**src/design/cpv_pkg.sv**
```systemverilog
// Shared types, widths and constants of the polygon vertex generator.
`timescale 1ns / 1ps
`default_nettype none
package cpv_pkg;

  localparam int IDX_W     = 11;  // vertex index
  localparam int NS_W      = 11;  // side count register
  localparam int RAD_W     = 16;  // radius, unsigned Q8.8
  localparam int COORD_W   = 16;  // coordinates, signed Q7.8
  localparam int PH_W      = 16;  // phase, 2^16 per turn
  localparam int XY_W      = 32;  // rotator x/y, Q2.30
  localparam int Z_W       = 32;  // residual angle, 2^32 per turn
  localparam int UNIT_FRAC = 30;  // fraction bits of the unit vector
  localparam int ATAN_N    = 24;
  localparam int CFG_IDX_W = 2;
  localparam int IN_DATA_W = 16;
  localparam int OUT_DATA_W = 32;
  localparam int OUT_USER_W = 2;

  localparam int MAX_SIDES_DEF     = 1024;
  localparam int CORDIC_STAGES_DEF = 16;

  localparam logic [CFG_IDX_W-1:0] REG_RADIUS   = 2'd0;
  localparam logic [CFG_IDX_W-1:0] REG_CENTER_X = 2'd1;
  localparam logic [CFG_IDX_W-1:0] REG_CENTER_Y = 2'd2;
  localparam logic [CFG_IDX_W-1:0] REG_SIDES    = 2'd3;

  localparam logic [RAD_W-1:0]          RADIUS_RST = 16'd256;
  localparam logic signed [COORD_W-1:0] CENTER_RST = 16'sd0;
  localparam logic [NS_W-1:0]           SIDES_RST  = 11'd32;

  localparam logic [1:0] QUAD_I   = 2'd0;
  localparam logic [1:0] QUAD_II  = 2'd1;
  localparam logic [1:0] QUAD_III = 2'd2;
  localparam logic [1:0] QUAD_IV  = 2'd3;

  // 1/gain of the rotator in Q2.30
  localparam logic signed [XY_W-1:0] CORDIC_GAIN = 32'sd652032874;

  // atan(2^-k) in turns scaled by 2^32
  localparam logic [Z_W-1:0] ATAN_TAB [ATAN_N] = '{
    32'h20000000, 32'h12E4051E, 32'h09FB385B, 32'h051111D4, 32'h028B0D43, 32'h0145D7E1,
    32'h00A2F61E, 32'h00517C55, 32'h0028BE53, 32'h00145F2F, 32'h000A2F98, 32'h000517CC,
    32'h00028BE6, 32'h000145F3, 32'h0000A2FA, 32'h0000517D, 32'h000028BE, 32'h0000145F,
    32'h00000A30, 32'h00000518, 32'h0000028C, 32'h00000146, 32'h000000A3, 32'h00000051
  };

  typedef struct packed {
    logic rim;  // rim vertex, goes through the rotator
    logic oor;  // index beyond side count
  } cpv_tag_t;

  typedef struct packed {
    cpv_tag_t        tag;
    logic [NS_W-1:0] rem;
    logic [PH_W-1:0] quo;
  } cpv_div_t;

  typedef struct packed {
    cpv_tag_t               tag;
    logic [1:0]             quad;
    logic signed [XY_W-1:0] x;
    logic signed [XY_W-1:0] y;
    logic signed [Z_W-1:0]  z;
  } cpv_rot_t;

  typedef struct packed {
    logic                      sat;
    logic                      oor;
    logic signed [COORD_W-1:0] py;
    logic signed [COORD_W-1:0] px;
  } cpv_res_t;

endpackage
`default_nettype wire

```
**src/design/cpv_cordic_cell.sv**
```systemverilog
// One micro-rotation of the sine/cosine rotator.
`timescale 1ns / 1ps
`default_nettype none
module cpv_cordic_cell #(
  parameter int STAGE = 0
) (
  input  wire logic               clk,
  input  wire logic               rst_n,
  input  wire logic               en,
  input  wire logic               in_vld,
  input  wire cpv_pkg::cpv_rot_t  in_s,
  output logic                    out_vld,
  output cpv_pkg::cpv_rot_t       out_s
);

  localparam logic signed [cpv_pkg::Z_W-1:0] ANGLE = $signed(cpv_pkg::ATAN_TAB[STAGE]);

  logic              vld_r;
  cpv_pkg::cpv_rot_t s_r;
  cpv_pkg::cpv_rot_t s_nxt;
  logic signed [cpv_pkg::XY_W-1:0] x;
  logic signed [cpv_pkg::XY_W-1:0] y;
  logic signed [cpv_pkg::XY_W-1:0] dx;
  logic signed [cpv_pkg::XY_W-1:0] dy;
  logic signed [cpv_pkg::Z_W-1:0]  z;

  always_comb begin
    x  = in_s.x;
    y  = in_s.y;
    z  = in_s.z;
    dx = y >>> STAGE;
    dy = x >>> STAGE;
    s_nxt = in_s;
    // rotate towards zero residual angle
    if (!z[cpv_pkg::Z_W-1]) begin
      s_nxt.x = x - dx;
      s_nxt.y = y + dy;
      s_nxt.z = z - ANGLE;
    end else begin
      s_nxt.x = x + dx;
      s_nxt.y = y - dy;
      s_nxt.z = z + ANGLE;
    end
  end

  always_ff @(posedge clk) begin
    if (!rst_n) begin
      vld_r <= 1'b0;
    end else if (en) begin
      vld_r <= in_vld;
    end
  end

  always_ff @(posedge clk) begin
    if (en) begin
      s_r <= s_nxt;
    end
  end

  assign out_vld = vld_r;
  assign out_s   = s_r;

endmodule
`default_nettype wire

```
**config.mk**
```make
export PLATFORM = sky130hd
export DESIGN_NAME = cpv_cordic_cell
export DESIGN_NICKNAME = d
export VERILOG_FILES = /design/src/design/cpv_pkg.sv /design/src/design/cpv_cordic_cell.sv
export SDC_FILE = /design/constraint.sdc
export NUM_CORES = 1
export LEC_CHECK = 0
export ABC_AREA = 1
export BUFFER_PORTS_ARGS = -buffer_cell sky130_fd_sc_hd__clkbuf_2
export CAP_MARGIN = 20
export CORE_UTILIZATION = 55
export DETAILED_ROUTE_END_ITERATION = 7
export PLACE_DENSITY = 0.84
export SKIP_CTS_REPAIR_TIMING = 1
export SLEW_MARGIN = 30
export SYNTH_ARGS = -nofsm -noshare
export SYNTH_HDL_FRONTEND = slang
export SYNTH_SLANG_ARGS = --single-unit
export TNS_END_PERCENT = 50
```
**constraint.sdc**
```tcl
create_clock -name clk -period 3.9 [get_ports clk]
set_input_delay 0.585 -clock clk [delete_from_list [all_inputs] [get_ports clk]]
set_output_delay 0.585 -clock clk [all_outputs]
set_load 0.01 [all_outputs]
```
## After elaboration in Yosys (flattened, before gate mapping)

Cells that the tools add are included.

- Bits in registers: 101
- Word-level logic and storage cells: 13

- $add $sub $neg: 5
- Multiplexer cells: 1

Operators with widths:

| operator | count |
|---|---|
| 96-bit two-way mux | 1 |
| 32-bit subtractor | 2 |
| 32-bit by 31-bit adder with 32-bit output (second input constant) | 1 |
| 32-bit adder | 1 |
| 32-bit by 31-bit subtractor with 32-bit output (second input constant) | 1 |

## Depth between registers and ports, before layout

Gate-level depths: netlist of run 1.

- Depth in word-level cells: 2
- Mapped depth: 17
- Mapped depth without buffers: 16

## Least setup slack after synthesis of run 1

No wires, ideal clock.

- Path type: input to register
- Start: in in_s[32] (netlist name)
- End: reg s_r (netlist bit out_s[92]) (data pin)
- Setup time: 254 ps
- Arrival: 1,932 ps
- Data required time: 3,646 ps
- Slack: 1,715 ps
- Cell stages on the path: 11
- Path through: ha_1 > fa_1 > nand2_1 > nand2_1 > and2_1 > nand2_1 > nand3_2 > nand2_1 > nand3_1 > nand3_1 > nand2_1

RTL lines:

| item | RTL line | text |
|---|---|---|
| start: declaration | cpv_cordic_cell.sv:11 | `input wire cpv_pkg::cpv_rot_t in_s,` |
| end signal: assignment | cpv_cordic_cell.sv:56 | `s_r <= s_nxt;` |
| end: declaration | cpv_cordic_cell.sv:19 | `cpv_pkg::cpv_rot_t s_r;` |

==> flow_summary.toml, run 1 <==
[yosys]
synth_top_family_by_area = "simple AND/OR/NAND/NOR gates"
synth_enable_flop_cells = 99
synth_compound_gate_area_share = 0.0709
ys_seq_elements = 100
syn_avg_cell_area_sq_um = 6.37
yosys.area.top_type = "edfxtp_1"
synth_warnings = 0
yosys.area_share.adder = 0.119
synth_area_leaders = "edfxtp_1 (28%), nand2_1 (22%), inv_1 (11%)"
ys_seq_area_frac = 0.284
synth_top_area_frac = 0.283
ys_top_cells_by_count = "nand2_1 (610), inv_1 (322), nand3_1 (145)"
synthSimpleGateAreaFrac = 0.363
async_flop_share = 0
synthMuxAreaShare = 0
yosysMostFrequentCell = "nand2_1"
syn_nets = 1854
synth-xor-area-share = 0.0208
syn_inst = 1652
synth_cell_types = 37
synth_ff_type = "edfxtp_1"
syn_area_sq_um = 10500

[clock_tree]
htreeDepth = 3
clkSinkCount = 100
clk_latency_ns = 0.35
clk_pin_slew_ns = 0.07
cts-root-buf = "clkbuf_16"
cts_tree = "yes"
clockBufferDepth = 2
numCtsBuffers = 9

[timing]
slew_violations = 0
setup_viol = 0
hold-worst-slack_ns = 0.399
setup_slack_ns = 1.46
fin_skew_ns = 0
hold_viol_final = 0
rsz0062_at_grt = "false"
tns_ns = 0
fmax_mhz = 410
post-route-period-util = 0.625
tightest_slew_ns = 0.912
relSlewSlack = 0.391
period_minus_slack_ns = 2.44

[min_path]
worstHoldPathType = "input port to flip-flop"
whs_path_depth = 1
min_to = "out_s[25]$_DFFE_PP_"
min_from = "in_s[25]"

[detailed_routing]
wl_met2_microns = 13900
num_vias = 10946
top_layer = "met4"
antenna_left = 0
viasPerCell = 5.29
route.detailed.wl_per_inst_microns = 15.2
drt-total-wl_microns = 31400
remaining_drc_errors = 0
drtIter0Drc = 1096
dr.pass1.iters = 6
dr_wl_met3_microns = 2610
wl_met1_microns = 14100

[worst_setup_path]
regToRegSetupSlack_ns = 3.20
reg2reg_depth = 2
cp.arrival_ns = 2.55
reg2reg_from = "out_vld$_SDFFE_PN0P_"
worstPathMaxFanout = 8
r2r_end = "out_vld$_SDFFE_PN0P_"
required_ns = 4.01
start_kind = "input port"
cp-end-kind = "flip-flop"
crit_type = "input port to flip-flop"

[grt]
grt.overflow.total = 0
groute.usage.overall = 0.325
grt_max_degree = 60
antenna_found_initial = 0
grt_pass1_vias = 10024
grt_pass1_wl_microns = 49900

[pwr]
p_per_area_nw_per_um2 = 313
power_leakage_nw = 6.83
vdd_drop_max_uv = 208

[placed_design]
hpwl_microns = 26200
place_worst_setup_slack_ns = 1.16
gp_congestion = 0.950
placed_area_sq_um = 11600
io_buffers = 204

[flow_run]
maxCapViolCount = 0

[cells_and_area]
multi_input_area_sq_um = 6040
nets = 2031
register_area_sq_um = 2990
utilization = 0.638
drive_gt1_frac = 0.143
n_antenna_cell = 0
syn_to_final_growth_pct = 13.3
final_cell_area_sq_um = 11900
nFillCells = 1747

[floorplan]
die_x_microns = 140
die_area_sq_um = 19700
num_rows = 50
coreArea_sq_um = 18700
dieHeight_microns = 140
initial_utilization = 0.563
pin_count = 205

[run_status]
status = "finished clean"
-- routing by layer --
metal | GRT usage | vias up
met3 | 0.0359 | 50
met4 | 0.0989 | 0
met5 | 0 | -
li1 | - | 5467
met1 | 0.453 | 4951
met2 | 0.527 | 478
-- cell usage in the layout, fill, tap and decap left out, drive strengths merged, types with 2 or more instances in the layout --
master,count
o31ai,2
o22ai,4
o21ai,37
nand2,622
clkinv,6
o21bai,10
nor3,7
nand3,147
nor2,112
a21oi,72
clkbuf,212
fa,4
buf,5
xor2,25
nand4,19
inv,333
a31oi,4
ha,94
nand3b,7
o21a,6
edfxtp,99
and2,2
-- logic make-up after synthesis --
| logic type | Yosys count |
|---|---|
| AOI/OAI and AO/OA | 136 |
| xor gates and xnor gates | 25 |
| adders and majority gates | 98 |
| buffers and inverters | 375 |
| DFF | 100 |
| and+or+nand+nor | 918 |
-- critical path, cell delays in order --
cell	delay (ns)
clkbuf_2	0.11
inv_1	0.05
ha_1	0.45
nor2_1	0.35
nand2_1	0.17
nor2_1	0.14
nand2_1	0.06
nand3_1	0.20
nand3_1	0.15
nand2_1	0.09
nand2_1	0.06
nand3_1	0.07
nand2_1	0.06
-- state kept, by name, summed over array words and instances, names as in the netlist --
name     count
out_s       99
out_vld      1
-- worst max path at each step --
stage | startpoint | endpoint | slack [ns] | cells past startpoint
2_1_floorplan | in_s[32] | out_s[92]$_DFFE_PP_ | 1.71 | 11
4_1_cts | in_s[49] | out_s[63]$_DFFE_PP_ | 1.54 | 12
3_5_place_dp | in_s[38] | out_s[87]$_DFFE_PP_ | 1.16 | 14
5_1_grt | in_s[41] | out_s[83]$_DFFE_PP_ | 1.24 | 13
6_report | in_s[41] | out_s[83]$_DFFE_PP_ | 1.46 | 13
3_3_place_gp | in_s[41] | out_s[95]$_DFFE_PP_ | 1.15 | 13
-- report_power, final --
part	internal, mW	switching, mW	total [mW]	leakage (nW)
registers	1.35	0.0399	1.39	0.976
logic	0.468	0.969	1.44	5.71
clock network	0.451	0.458	0.908	0.143
total	2.26	1.47	3.73	6.83
-- per-stage QoR --
stage / total power [mW] / instances
2_1_floorplan: 2.33 / 1652
3_3_place_gp: 2.80 / 2052
3_5_place_dp: 2.82 / 2052
4_1_cts: 3.72 / 2068
5_1_grt: 3.94 / 2068
6_report: 3.73 / 2068
-- area by class of cell --
| class | instances | area share |
|---|---|---|
| Sequential cell | 100 | 0.251 |
| Clock buffer | 9 | 0.0189 |
| Clock inverter | 7 | 0.00577 |
| Tap cell | 234 | 0.0246 |
| Multi-Input combinational cell | 1177 | 0.507 |
| Inverter | 333 | 0.105 |
| Timing Repair Buffer | 208 | 0.0883 |
Power figures use the tool's default switching activity.
==> run 2, diff against run 1 <==
--- a/config.mk
+++ b/config.mk
@@ -8,9 +8,9 @@
 export ABC_AREA = 1
 export BUFFER_PORTS_ARGS = -buffer_cell sky130_fd_sc_hd__clkbuf_2
 export CAP_MARGIN = 20
-export CORE_UTILIZATION = 55
+export CORE_UTILIZATION = 52
 export DETAILED_ROUTE_END_ITERATION = 7
-export PLACE_DENSITY = 0.84
+export PLACE_DENSITY = 0.83
 export SKIP_CTS_REPAIR_TIMING = 1
 export SLEW_MARGIN = 30
 export SYNTH_ARGS = -nofsm -noshare
==> constraint.sdc (replaced) <==
create_clock -name clk -period 2.12 [get_ports clk]
set_input_delay 0.318 -clock clk [delete_from_list [all_inputs] [get_ports clk]]
set_output_delay 0.318 -clock clk [all_outputs]
set_load 0.01 [all_outputs]
==> flow_summary.toml, run 2 (synthesis results as in run 1) <==
[floorplan]
initial_utilization = 0.535
die_area_sq_um = 20800
num_rows = 51
dieHeight_microns = 144
coreArea_sq_um = 19700
pin_count = 205
die_x_microns = 144

[worst_setup_path]
regToRegSetupSlack_ns = 1.47
worstPathMaxFanout = 4
crit_type = "input port to flip-flop"
crit_buf_inv = 1
cp.arrival_ns = 2.12
cp_slowest_cell = "fa_1"
cpPeakStageDelay_ns = 0.42
cp-end-kind = "flip-flop"
required_ns = 2.25
reg2reg_from = "out_vld$_SDFFE_PN0P_"
crit_chain = "clkbuf_2 -> ha_1 -> fa_1 -> nand2_1 -> nand2_1 -> nand3_1 -> nand2_1 -> nand2_1 -> nand2_1 -> nand2_1 -> nand4_1 -> nand3_1 -> nand2_1"
critPathTopFamily = "simple AND/OR/NAND/NOR gates"
r2r_end = "out_vld$_SDFFE_PN0P_"
cpMostUsedCell = "nand2_1"
reg2reg_depth = 2
start_kind = "input port"

[detailed_routing]
remaining_drc_errors = 0
drtIter0Drc = 1013
drt-total-wl_microns = 34400
viasPerCell = 5.09
dr.pass1.iters = 5
route.detailed.wl_per_inst_microns = 15.1
num_vias = 11623
antenna_left = 0

[cells_and_area]
syn_to_final_growth_pct = 28.0
n_antenna_cell = 0
final_cell_mix = "nand2_1 (607), inv_1 (319), clkbuf_2 (203)"
stdcell_count = 2282
nFillCells = 1802
nets = 2214
mostFrequentLayoutCell = "nand2_1"
final_cell_area_sq_um = 13500
drive_gt1_frac = 0.235
largest_reg_flops = 99

[clock_tree]
clk_latency_ns = 0.35
clockBufferDepth = 2
clkSinkCount = 100
htreeDepth = 3
numCtsBuffers = 9
cts_tree = "yes"
cts-root-buf = "clkbuf_16"
clk_pin_slew_ns = 0.08

[flow_run]
maxCapViolCount = 0

[timing]
relSlewSlack = 0.523
fmax_mhz = 503
setup_viol = 0
tns_ns = 0
slew_violations = 0
post-route-period-util = 0.938
hold_viol_final = 0
period_minus_slack_ns = 1.99
rsz0062_at_grt = "true"
fin_skew_ns = 0
tightest_slew_ns = 0.716

[pwr]
p_per_area_nw_per_um2 = 550
power_leakage_nw = 7.72
vdd_drop_max_uv = 382

[min_path]
min_from = "in_s[97]"
min_to = "out_s[97]$_DFFE_PP_"
worstHoldPathType = "input port to flip-flop"
whs_path_depth = 1

[grt]
antenna_found_initial = 0
grt_max_degree = 60
grt_pass1_vias = 10886
groute.usage.overall = 0.336
grt_pass1_wl_microns = 53500
grt.overflow.total = 0

[placed_design]
placed_area_sq_um = 13100
io_buffers = 204
dp_cells = 2266
gp_congestion = 0.963
hpwl_microns = 28900

[run_status]
status = "finished clean"
run 2: cell count changes in the layout (fill, tap and decap cells not counted), sizes merged:
cell | before | now
buf | 5 | 188
clkinv | 6 | 5
inv | 333 | 334
run 2: per-layer routing:
metal / wire [microns] / share of wire / global-route usage
met4: 1120 / 0.033 / 0.128
met5: 0 / 0 / 0
met3: 2670 / 0.078 / 0.0344
met2: 15000 / 0.44 / 0.528
met1: 15500 / 0.45 / 0.473
run 2: cell type report:
cell class	instances	area, sq um	area share
clock buffer	9	225	0.0167
tap	265	332	0.0246
clock inverter	7	77.6	0.00576
multi-input combinational	1177	6130	0.455
timing repair buffer	391	2460	0.183
sequential	100	2990	0.222
inverter	333	1250	0.0928
run 2: report_power, final:
part	internal [mW]	total, mW	switching, mW
sequential	2.47	2.55	0.0790
combinational	1.22	3.12	1.90
clock	0.840	1.73	0.894
total	4.53	7.40	2.87
run 2: worst max-delay path by stage:
stage / from / end / slack [ns] / cells past startpoint
4_1_cts: in_s[40] / out_s[93]$_DFFE_PP_ / 0.04 / 15
3_5_place_dp: in_s[40] / out_s[93]$_DFFE_PP_ / -0.30 / 15
2_1_floorplan: in_s[32] / out_s[92]$_DFFE_PP_ / 0.20 / 11
6_report: in_s[32] / out_s[58]$_DFFE_PP_ / 0.13 / 13
3_3_place_gp: in_s[40] / out_s[93]$_DFFE_PP_ / -0.26 / 15
5_1_grt: in_s[40] / out_s[91]$_DFFE_PP_ / -0.01 / 15
run 2: through the flow:
stage	hold WS (ns)	setup WS, ns	utilization	total power, mW
after CTS	0.124	0.0445	0.681	7.33
after floorplan	0.411	0.202	-	4.29
after global placement	0.495	-0.261	0.666	5.55
after global routing	0.119	-0.0121	0.686	7.83
after detailed placement	0.497	-0.302	0.666	5.61
final	0.128	0.130	0.686	7.40
