==> src/design/cpv_pkg.sv <==
// Shared types, widths and constants of the polygon vertex generator.
`timescale 1ns / 1ps
`default_nettype none
package cpv_pkg;

  localparam int IDX_W     = 11;  // vertex index
  localparam int NS_W      = 11;  // side count register
  localparam int RAD_W     = 16;  // radius, unsigned Q8.8
  localparam int COORD_W   = 16;  // coordinates, signed Q7.8
  localparam int PH_W      = 16;  // phase, 2^16 per turn
  localparam int XY_W      = 32;  // rotator x/y, Q2.30
  localparam int Z_W       = 32;  // residual angle, 2^32 per turn
  localparam int UNIT_FRAC = 30;  // fraction bits of the unit vector
  localparam int ATAN_N    = 24;
  localparam int CFG_IDX_W = 2;
  localparam int IN_DATA_W = 16;
  localparam int OUT_DATA_W = 32;
  localparam int OUT_USER_W = 2;

  localparam int MAX_SIDES_DEF     = 1024;
  localparam int CORDIC_STAGES_DEF = 16;

  localparam logic [CFG_IDX_W-1:0] REG_RADIUS   = 2'd0;
  localparam logic [CFG_IDX_W-1:0] REG_CENTER_X = 2'd1;
  localparam logic [CFG_IDX_W-1:0] REG_CENTER_Y = 2'd2;
  localparam logic [CFG_IDX_W-1:0] REG_SIDES    = 2'd3;

  localparam logic [RAD_W-1:0]          RADIUS_RST = 16'd256;
  localparam logic signed [COORD_W-1:0] CENTER_RST = 16'sd0;
  localparam logic [NS_W-1:0]           SIDES_RST  = 11'd32;

  localparam logic [1:0] QUAD_I   = 2'd0;
  localparam logic [1:0] QUAD_II  = 2'd1;
  localparam logic [1:0] QUAD_III = 2'd2;
  localparam logic [1:0] QUAD_IV  = 2'd3;

  // 1/gain of the rotator in Q2.30
  localparam logic signed [XY_W-1:0] CORDIC_GAIN = 32'sd652032874;

  // atan(2^-k) in turns scaled by 2^32
  localparam logic [Z_W-1:0] ATAN_TAB [ATAN_N] = '{
    32'h20000000, 32'h12E4051E, 32'h09FB385B, 32'h051111D4, 32'h028B0D43, 32'h0145D7E1,
    32'h00A2F61E, 32'h00517C55, 32'h0028BE53, 32'h00145F2F, 32'h000A2F98, 32'h000517CC,
    32'h00028BE6, 32'h000145F3, 32'h0000A2FA, 32'h0000517D, 32'h000028BE, 32'h0000145F,
    32'h00000A30, 32'h00000518, 32'h0000028C, 32'h00000146, 32'h000000A3, 32'h00000051
  };

  typedef struct packed {
    logic rim;  // rim vertex, goes through the rotator
    logic oor;  // index beyond side count
  } cpv_tag_t;

  typedef struct packed {
    cpv_tag_t        tag;
    logic [NS_W-1:0] rem;
    logic [PH_W-1:0] quo;
  } cpv_div_t;

  typedef struct packed {
    cpv_tag_t               tag;
    logic [1:0]             quad;
    logic signed [XY_W-1:0] x;
    logic signed [XY_W-1:0] y;
    logic signed [Z_W-1:0]  z;
  } cpv_rot_t;

  typedef struct packed {
    logic                      sat;
    logic                      oor;
    logic signed [COORD_W-1:0] py;
    logic signed [COORD_W-1:0] px;
  } cpv_res_t;

endpackage
`default_nettype wire

==> src/design/cpv_place.sv <==
// Scale a unit vector component by the radius, round, offset and saturate.
`timescale 1ns / 1ps
`default_nettype none
module cpv_place (
  input  wire logic                                clk,
  input  wire logic                                en,
  input  wire logic signed [cpv_pkg::XY_W-1:0]     unit,
  input  wire logic [cpv_pkg::RAD_W-1:0]           radius,
  input  wire logic signed [cpv_pkg::COORD_W-1:0]  center,
  output logic signed [cpv_pkg::COORD_W-1:0]       coord,
  output logic                                     sat
);

  localparam int PW = cpv_pkg::RAD_W + cpv_pkg::XY_W + 1;
  localparam int OW = PW - cpv_pkg::UNIT_FRAC;
  localparam int SW = OW + 1;
  localparam logic signed [PW-1:0] HALF = PW'(1) << (cpv_pkg::UNIT_FRAC - 1);
  localparam logic signed [SW-1:0] CMAX = SW'((1 << (cpv_pkg::COORD_W - 1)) - 1);
  localparam logic signed [SW-1:0] CMIN = SW'(-(1 << (cpv_pkg::COORD_W - 1)));

  logic signed [PW-1:0] prod_r;
  logic signed [PW-1:0] prod_nxt;
  logic signed [PW-1:0] rnd;
  logic signed [OW-1:0] off;
  logic signed [SW-1:0] sum;
  logic signed [cpv_pkg::COORD_W-1:0] coord_r;
  logic signed [cpv_pkg::COORD_W-1:0] coord_nxt;
  logic sat_r;
  logic sat_nxt;

  assign prod_nxt = PW'($signed({1'b0, radius})) * PW'(unit);

  // round half up, drop the fraction, then clip to the coordinate range
  always_comb begin
    rnd = prod_r + HALF;
    off = rnd[PW-1:cpv_pkg::UNIT_FRAC];
    sum = {{(SW - cpv_pkg::COORD_W){center[cpv_pkg::COORD_W-1]}}, center}
        + {off[OW-1], off};
    if (sum > CMAX) begin
      coord_nxt = CMAX[cpv_pkg::COORD_W-1:0];
      sat_nxt   = 1'b1;
    end else if (sum < CMIN) begin
      coord_nxt = CMIN[cpv_pkg::COORD_W-1:0];
      sat_nxt   = 1'b1;
    end else begin
      coord_nxt = sum[cpv_pkg::COORD_W-1:0];
      sat_nxt   = 1'b0;
    end
  end

  always_ff @(posedge clk) begin
    if (en) begin
      prod_r  <= prod_nxt;
      coord_r <= coord_nxt;
      sat_r   <= sat_nxt;
    end
  end

  assign coord = coord_r;
  assign sat   = sat_r;

endmodule
`default_nettype wire

==> config.mk <==
export PLATFORM = sky130hd
export DESIGN_NAME = cpv_place
export DESIGN_NICKNAME = d
export VERILOG_FILES = /design/src/design/cpv_pkg.sv /design/src/design/cpv_place.sv
export SDC_FILE = /design/constraint.sdc
export NUM_CORES = 1
export LEC_CHECK = 0
export ABC_AREA = 1
export BUFFER_PORTS_ARGS = -buffer_cell sky130_fd_sc_hd__buf_4
export CORE_MARGIN = 2
export CORE_UTILIZATION = 40
export DETAILED_ROUTE_END_ITERATION = 6
export SLEW_MARGIN = 0
export SYNTH_ARGS = -nofsm -noshare
export SYNTH_HDL_FRONTEND = slang
export SYNTH_SLANG_ARGS = --single-unit
==> constraint.sdc <==
create_clock -name clk -period 6.22 [get_ports clk]
set_clock_uncertainty 0.1 [all_clocks]
set_input_delay 0.311 -clock clk [delete_from_list [all_inputs] [get_ports clk]]
set_output_delay 0.311 -clock clk [all_outputs]
set_load 0.005 [all_outputs]
Word-level counts from Yosys, hierarchy flattened
Index checks and enable logic that the tools add are counted.
{"block": "op_classes", "n_addsub": 2, "mul": 1, "n_lt_le_gt_ge": 2, "muxes": 2}
{"cell": "$add A49 B31 Y49 const B", "n": 1}
{"cell": "$mul A17 B32 Y49", "n": 1}
{"cell": "$add A16 B19 Y20", "n": 1}
{"cell": "$gt A20 B16 Y1 const B", "n": 1}
{"cell": "$lt A20 B16 Y1 const B", "n": 1}
{"cell": "$mux W16", "n": 1}
{"cell": "$mux W1", "n": 1}
{"block": "word_totals", "ff_bits": 66, "output_inout_bits": 17, "elab_cells": 10}

Longest topological paths before layout
Gate-level depths: netlist of run 1.
{"block": "logic_depth", "word_depth": 4, "depth_mapped": 28, "ltp_nobuf": 26}

Worst setup path before layout of run 1
No wires, ideal clock.
{"block": "synth_path", "path_type": "input port to flip-flop", "startpoint": "input unit[31] (netlist name)", "endpoint": "register prod_r[48] (data pin)", "setup_time_ns": 0.252, "arrival_ns": 5.494, "t_required_ns": 5.868, "setup_slack_ns": 0.374, "stages": 24, "cell_sequence": "clkbuf_1 -> clkbuf_1 -> nand2_1 -> inv_1 -> fa_1 -> fa_1 -> inv_1 -> fa_1 -> fa_1 -> inv_1 -> fa_1 -> inv_1 -> fa_1 -> inv_1 -> ha_1 -> a21o_1 -> a21oi_1 -> nor2_1 -> nor2_1 -> nand3_1 -> a21oi_1 -> nand2_1 -> nand2_1 -> nand2_1"}
{"block": "synth_between", "elab_chain_len": 1}
{"item": "start: declaration", "line_no": "cpv_place.sv:7", "text": "input wire logic signed [cpv_pkg::XY_W-1:0] unit,"}
{"item": "$mul A17 B32 Y49", "line_no": "cpv_place.sv:31", "text": "assign prod_nxt = PW'($signed({1'b0, radius})) * PW'(unit);"}
{"item": "net prod_nxt[48]", "line_no": "cpv_place.sv:22", "text": "logic signed [PW-1:0] prod_nxt;"}
{"item": "end signal: assignment", "line_no": "cpv_place.sv:53", "text": "prod_r <= prod_nxt;"}
{"item": "end: declaration", "line_no": "cpv_place.sv:21", "text": "logic signed [PW-1:0] prod_r;"}
The timed path passes the listed nets, and every way through them passes these cells.
A chain may end at the register's enable or synchronous reset.

Final worst setup path of run 1
{"block": "layout_path", "startpoint": "input radius[7] (netlist name)", "endpoint": "register prod_r[44] (data pin)"}
{"block": "layout_between", "elab_chain_len": 1}
{"item": "start: declaration", "line_no": "cpv_place.sv:8", "text": "input wire logic [cpv_pkg::RAD_W-1:0] radius,"}
{"item": "$mul A17 B32 Y49", "line_no": "cpv_place.sv:31"}
{"item": "net prod_nxt[44]", "line_no": "cpv_place.sv:22"}
The timed path passes the listed nets, and every way through them passes these cells.

==> flow_results.org, run 1 <==
** Timing
- The number of failing hold endpoints at the final stage came to 0.
- For the pin with the worst max-slew slack, the measured transition is 0.500 ns.
- Setup repair after global routing missed its margin :: false
- Tcrit/Tclk final :: 96.0%
- Rel. slew slack :: 66.4%
- The number of max-slew violations in the final report is 0.
- The worst path needs 5.97 ns of the cycle, external delays included.
- In the post-route analysis, the smallest setup slack over all paths is 0.251 ns.
- Hold timing on the final database bottoms out at a slack of 0.334 ns.
- Highest clock frequency the design can meet :: 168 MHz
- Setup-violating endpoint count in the final report :: 0

** Detailed routing
- Post-DR vias/cell :: 4.77
- The first TritonRoute pass finished after 7 iterations.
- Mean routed wirelength per cell :: 15.5 um
- After the first detailed-routing iteration, the DRC count stood at 1001.
- Drt total wl :: 54900 um
- The count of nets left with antenna violations once routing finished came out at 0.
- Across all layers, the routed design uses 16900 vias.
- Number of DRC violations after detailed routing :: 0

** Floorplan
- For this configuration, the core starts out at a cell density of 40.7%.
- DIE HEIGHT :: 236 um
- The floorplan step defined a die boundary enclosing 55600 um^2.
- Core Rows :: 84
- The total area inside the core boundary comes to 52900 um^2.
- 83 I/O pins were placed.
- The die is 236 um wide.

** Clock tree
- Skew-Pair Late Insertion Delay :: 0.29 ns
- Number of clock sinks seen by CTS :: 37
- Buffers inserted to repair hold after CTS numbered 0.
- TritonCTS built the clock tree.
- Clock tree synthesis selected as its root buffer the cell sky130_fd_sc_hd__clkbuf_16.
- Number of H-tree branching levels :: 2
- Reg clk slew, reported paths :: 0.06 ns
- Buffers inserted during clock tree synthesis total 5.
- Clock Path Buffers :: 2

** Yosys
- sky130_fd_sc_hd__inv_1 is the most common cell in the netlist.
- By count the netlist is led by sky130_fd_sc_hd__inv_1 (904), sky130_fd_sc_hd__nand2_1 (792), sky130_fd_sc_hd__fa_1 (488).
- EDFF count, synth :: 37
- Area fraction of the dominant cell type after synthesis :: 45.4%
- Synthesis produced a netlist whose cell count is 2854.
- Avg Inst Size Synth :: 7.53 um^2
- Summing every instance area after synthesis gives 21500 um^2.
- For this run, asynchronously set or reset flops after synthesis account for 0%.
- Yosys attributes the largest share of cell area to sky130_fd_sc_hd__fa_1 (45%), sky130_fd_sc_hd__inv_1 (16%), sky130_fd_sc_hd__nand2_1 (14%), sky130_fd_sc_hd__ha_1 (7.9%), sky130_fd_sc_hd__edfxtp_1 (5.2%).
- Count of synthesis-stage warnings from yosys :: 0
- Post-Synthesis Net Count :: 3543
- Part of the Yosys area used for sequential elements :: 5.17%
- Cell type with the largest total area after synthesis :: sky130_fd_sc_hd__fa_1
- Distinct cell type count after synthesis :: 35
- Most frequently used flop master after synthesis :: sky130_fd_sc_hd__edfxtp_1
- The synthesized design contains 37 register bits.

** Layout
- Filler cell count :: 5375
- Footprint of the multi-input gates :: 16600 um^2
- Count of inserted antenna diode cells :: 0
- Register area :: 1110 um^2
- Ratio of cells with drive above 1 in the final layout :: 3.97%
- Measured on the finished design, the core utilization comes to 43.2%.
- For this run, the post-layout net count is 3534.
- The area growth from synthesis to layout is 6.20%.
- Final cell count without fillers :: 3534

** Place
- At the placement stage, the worst setup path has a slack of -0.0588 ns.
- Placed cell count :: 3526
- The HPWL after detailed placement is 48000 um.
- Port buffering added 82 buffers.
- Routability-driven placement finished with a final weighted congestion of 0.896.

** Worst hold path
- Counting instances, the worst hold path has a depth of 4.
- Type of the worst min-delay path :: in -> reg

** Critical path
- The worst setup path is captured at a flip-flop.
- STA puts the critical path data required time at 6.15 ns.
- Critical path class :: in -> reg
- Critical path launch point type :: primary input
- Of all nets on the critical path, the largest fanout is 32.
- At the worst endpoint, the arrival time is 5.90 ns.
- Worst R2R Path Depth :: 22
- The worst register-to-register path has a setup slack of 2.50 ns.

** Global route
- Summed over all layers, the global routing overflow is 0.
- Initial antenna violation count :: 1
- First-pass GRT wire length :: 94500 um
- Largest net degree at the start of global routing :: 38
- Across every metal layer, demand over resource in global routing totals 20.9%.
- The via count of the first global-routing pass is 18900.

** Run
- The tool flagged a number of max-cap violations equal to 0.

** Status
- The flow ran to the end, and the final reports show no timing, DRC or antenna violations.
critical path: stages:
cell,delay (ns)
sky130_fd_sc_hd__buf_4,0.38
sky130_fd_sc_hd__nand2_1,0.14
sky130_fd_sc_hd__fa_1,0.52
sky130_fd_sc_hd__inv_1,0.08
sky130_fd_sc_hd__fa_2,0.56
sky130_fd_sc_hd__buf_4,0.17
sky130_fd_sc_hd__fa_1,0.45
sky130_fd_sc_hd__fa_1,0.53
sky130_fd_sc_hd__fa_1,0.49
sky130_fd_sc_hd__inv_1,0.05
sky130_fd_sc_hd__fa_1,0.48
sky130_fd_sc_hd__inv_1,0.04
sky130_fd_sc_hd__ha_1,0.41
sky130_fd_sc_hd__nand2_1,0.10
sky130_fd_sc_hd__inv_1,0.10
sky130_fd_sc_hd__nand2_1,0.12
sky130_fd_sc_hd__nor2_1,0.20
sky130_fd_sc_hd__nand2_1,0.11
sky130_fd_sc_hd__nor4_1,0.20
sky130_fd_sc_hd__nand2_1,0.12
sky130_fd_sc_hd__nand3_1,0.21
sky130_fd_sc_hd__xor2_1,0.09
per-stage QoR:
stage	setup TNS [ns]	area [um^2]
floorplan	0	21500
global placement	-0.0404	22700
detailed placement	-0.0969	22700
CTS	0	22800
global route	0	22800
finish	0	22800
layer usage:
layer | up-vias | part of all wire (%) | GRT usage [%]
li1 | 7965 | - | -
met1 | 8393 | 44 | 27.8
met2 | 438 | 50 | 37.0
met3 | 68 | 4.8 | 2.08
met4 | 2 | 1.6 | 4.07
met5 | - | 0.029 | 0
flip-flops by register name (all words and copies together) (netlist names):
register,count
sat,1
coord,16
prod_r,20
kinds of logic (layout without fill, tap and decap cells):
family                     Yosys count  after routing  synth area share [%]
buffers and inverters             1016           1008                  17.8
and+or+nand+nor                    987            987                  18.1
adders and majority gates          623            623                  53.3
AOI/OAI and AO/OA                  141            141                  3.61
xor gates and xnor gates            50             50                  2.04
DFF                                 37             37                  5.17
cell usage in the layout, fill, tap and decap left out, drive strengths merged, types with 2 or more instances in the layout:
master	instances
o21ai	39
a21oi	76
xor2	32
nand4	10
a21o	10
nand3	48
nor4	6
nand3b	6
o21a	2
o21bai	10
inv	904
fa	488
nand2	796
nor2	103
clkbuf	5
and3	2
xnor2	18
edfxtp	37
buf	96
ha	135
nor3	14
cell type report:
class,instances,area share [%]
Tap cell,688,3.77
Clock inverter,3,0.181
Inverter,904,14.9
Clock buffer,5,0.548
Multi-Input combinational cell,1801,72.6
Timing Repair Buffer,96,3.21
Sequential cell,37,4.87
final timing paths:
kind	endpoint	startpoint
setup / recovery	prod_r[44]	radius[7]
hold / removal	coord[0]	center[0]
setup reg to reg	coord[1]	prod_r[29]
hold reg to reg	coord[0]	prod_r[30]
repair_timing:
action | 4_1_cts | 5_1_grt
hold endpoints to repair | 0 | 0
resized for setup | 0 | 2
endpoints found under the setup margin | 0 | 3
buffers inserted | 0 | 0
Power of run 1 is left out: the tool's default activity adds up to more than one toggle a clock period on the data nets, which glitch-free logic cannot reach.
==> run 2: changes to the inputs <==
CTS_CLUSTER_DIAMETER = 40   (was not set)
PLACE_DENSITY = 0.67   (was not set)
==> run 2 against run 1 <==
Against the previous run:
- global-route usage shrank 1.3 points
- core utilization about the same
- setup slack improved by 0.097 ns
- largest cell class unchanged
- via count shrank 1.8%
- critical path type unchanged
- routed wire length shrank 6.4%
- register-to-register slack got worse by 0.07 ns
- maximum frequency up 1.7%
- count of clock-buffer cells in the layout unchanged
- worst hold slack improved by 0.024 ns
- critical path depth unchanged
- non-clock buffer count fell by 3
==> flow_results.org, run 2 (same netlist as run 1, synthesis figures left out) <==
** Global route
- GRT Resource Usage Total :: 19.6%
- First-pass GRT wire length :: 89500 um
- Global routing used 2.45% of the available met3 tracks.
- The number of antenna violations at the first check in global routing is 0.
- Most Used Layer, Global Route :: met2
- The via count of the first global-routing pass came to 17800.
- GR Layer Usage met2 :: 34.3%
- Largest net degree at the start of global routing :: 38
- Global routing consumed, on the met1 layer, 26.3% of the routing resources.
- Total congestion overflow :: 0

** Timing
- Setup tns final :: 0 ns
- Least-Margin Pin Slew :: 0.541 ns
- Tcrit/Tclk final :: 94.4%
- The worst pin sits at a relative slew slack of 63.6%.
- The number of max-slew violations in the final report came to 0.
- Highest clock frequency the design can meet :: 170 MHz
- Setup violations remaining at the end of the flow were counted as 0.
- The number of failing hold endpoints at the final stage came to 0.
- Fin crit period :: 5.87 ns
- Setup repair after global routing missed its margin :: false

** Place
- Input and output buffers added on the ports amount to 82.
- Once detailed placement completed, the half-perimeter wirelength came to 44900 um.
- The congestion estimate from routability-driven global placement came to 0.922.

** Floorplan
- Horizontal extent of the die :: 236 um
- In this run the core area contains 84 standard-cell rows.
- Die area :: 55600 um^2
- Once the floorplan was initialized, standard cells occupied 40.7% of the core.
- In this run the vertical extent of the chip is 236 um.
- Pin placement for this block handled 83 I/O pins.
- Core Footprint :: 52900 um^2

** Detailed routing
- In this run the remaining antenna-violating nets after routing total 0.
- Total via count after detailed routing :: 16600
- First-pass DRT Iterations :: 7
- Post-DR vias/cell :: 4.69
- Number of DRC violations after detailed routing :: 0
- Drt total wl :: 51400 um
- Mean routed wirelength per cell :: 14.6 um
- Number of design-rule violations left by the first detailed-router iteration :: 935

** Critical path
- Maximum cell stage delay along the critical path :: 0.54 ns
- At the worst endpoint, the required time is 6.15 ns.
- Cell type with the highest occurrence count on the critical path :: sky130_fd_sc_hd__fa_1
- Critical path class :: in -> reg
- Worst R2R Path Depth :: 22
- Cell family with most CP delay :: adder cells
- Highest net fanout along the worst path :: 32
- Master of the slowest instance on the critical path :: sky130_fd_sc_hd__fa_1
- Sum of buffers and inverters on the critical path :: 6
- STA classifies the critical path startpoint as a primary input.
- Cell breakdown of the critical path :: buf_4, nand2_1, fa_1, inv_1, fa_1, buf_4, fa_1, fa_1, fa_1, inv_1, fa_1, inv_1, ha_1, nand2_1, inv_1, nand2_1, nor2_1, nand2_1, nor4_1, nand2_1, nand3_1, xor2_1
- Setup crit end kind :: flip-flop
- WP data arrival :: 5.80 ns
- Critical Path Stages :: 22

** Clock tree
- The clock tree synthesis step divided the H-tree into 2 levels.
- Cts bufs inserted :: 5
- Skew-Pair Late Insertion Delay :: 0.28 ns
- Buffers inserted to repair hold after CTS numbered 0.
- No sink is reached through more buffers than the 2 on the longest clock path.
- Post-CTS timing repair inserted 0 buffers for setup.
- Clock root buffer :: sky130_fd_sc_hd__clkbuf_16
- Post-CTS repair changed the size of 0 cells.
- Clock tree synthesis found a total of 37 sinks.
- Clock-pin slew was measured on the worst setup and hold paths at 0.06 ns.
- TritonCTS built the clock tree.

** Layout
- Commonest cells after routing, fill and taps aside :: sky130_fd_sc_hd__inv_1 (904), sky130_fd_sc_hd__nand2_1 (792), sky130_fd_sc_hd__fa_1 (488)
- Leaving out fill and tap cells, the most frequent cell in the layout is sky130_fd_sc_hd__inv_1.
- 0 antenna diodes ended up in the layout.
- Total Nets Final :: 3531
- Largest register by flop count :: prod_r
- The layout has 5400 filler cells.
- The register with the most flip-flops in the layout has 20 of them.
- Cells with a size suffix above 1 make up 3.83% of the layout.
- The area growth from synthesis to layout is 6.19%.

** Worst hold path
- Type of the worst min-delay path :: in -> reg
- The worst hold path passes through 4 cells.

** Status
- Run status :: complete, no violations

** Run
- Max capacitance violation total :: 0
==> run 2: cell types whose count changed in the layout (fill, tap and decap cells not counted), sizes merged <==
cell,previous run,this run
bufinv,1,2
clkinvlp,1,0
buf,96,93
==> run 2: cell type report <==
type,instances,area [um^2],share of cell area [%]
Tap cell,688,861,3.77
Clock buffer,5,125,0.548
Clock inverter,3,65.1,0.285
Multi-Input combinational cell,1801,16600,72.6
Inverter,904,3390,14.9
Sequential cell,37,1110,4.87
Timing Repair Buffer,93,711,3.11
==> run 2: routing by layer <==
metal / share of wire (%) / wire, um
met5: 0 / 0
met4: 1.9 / 964
met2: 48 / 24900
met1: 45 / 22900
met3: 5.2 / 2680
==> run 2: final timing paths <==
check	slack (ns)	to	start
max	0.35	prod_r[44]	radius[5]
min	0.36	coord[0]	center[0]
max reg2reg	2.43	coord[7]	prod_r[29]
min reg2reg	0.78	coord[0]	prod_r[30]
==> run 2: stage by stage <==
stage / setup slack [ns] / util (%) / area, um^2 / instances / hold WS [ns]
4_1_cts: 0.388 / 43.2 / 22800 / 3531 / 0.353
6_report: 0.348 / 43.2 / 22800 / 3531 / 0.358
2_1_floorplan: 0.374 / - / 21500 / 2854 / 0.323
3_3_place_gp: 0.0720 / 42.8 / 22600 / 3523 / 0.611
3_5_place_dp: 0.0916 / 42.8 / 22600 / 3523 / 0.613
5_1_grt: 0.0267 / 43.2 / 22800 / 3531 / 0.369
==> run 2: worst register-to-register path, stage by stage, from the launching register on <==
cell and delay [ns]:
sky130_fd_sc_hd__edfxtp_1 0.36, sky130_fd_sc_hd__ha_1 0.19, sky130_fd_sc_hd__nand2_1 0.07, sky130_fd_sc_hd__nor2_1 0.15
sky130_fd_sc_hd__nand3_1 0.13, sky130_fd_sc_hd__nand3b_4 0.18, sky130_fd_sc_hd__nor2_1 0.15, sky130_fd_sc_hd__nand2_1 0.12
sky130_fd_sc_hd__nor2_2 0.15, sky130_fd_sc_hd__nand2_1 0.08, sky130_fd_sc_hd__xnor2_1 0.13, sky130_fd_sc_hd__ha_1 0.37
sky130_fd_sc_hd__nand2_1 0.08, sky130_fd_sc_hd__inv_1 0.10, sky130_fd_sc_hd__nand2_1 0.08, sky130_fd_sc_hd__nor2_1 0.20
sky130_fd_sc_hd__nand3_1 0.15, sky130_fd_sc_hd__nand3_1 0.11, sky130_fd_sc_hd__nand2_1 0.05, sky130_fd_sc_hd__nand2_1 0.11
sky130_fd_sc_hd__nand4_1 0.12, sky130_fd_sc_hd__nand2_2 0.25, sky130_fd_sc_hd__nand2_1 0.10
Power of run 2 is left out for the same reason.
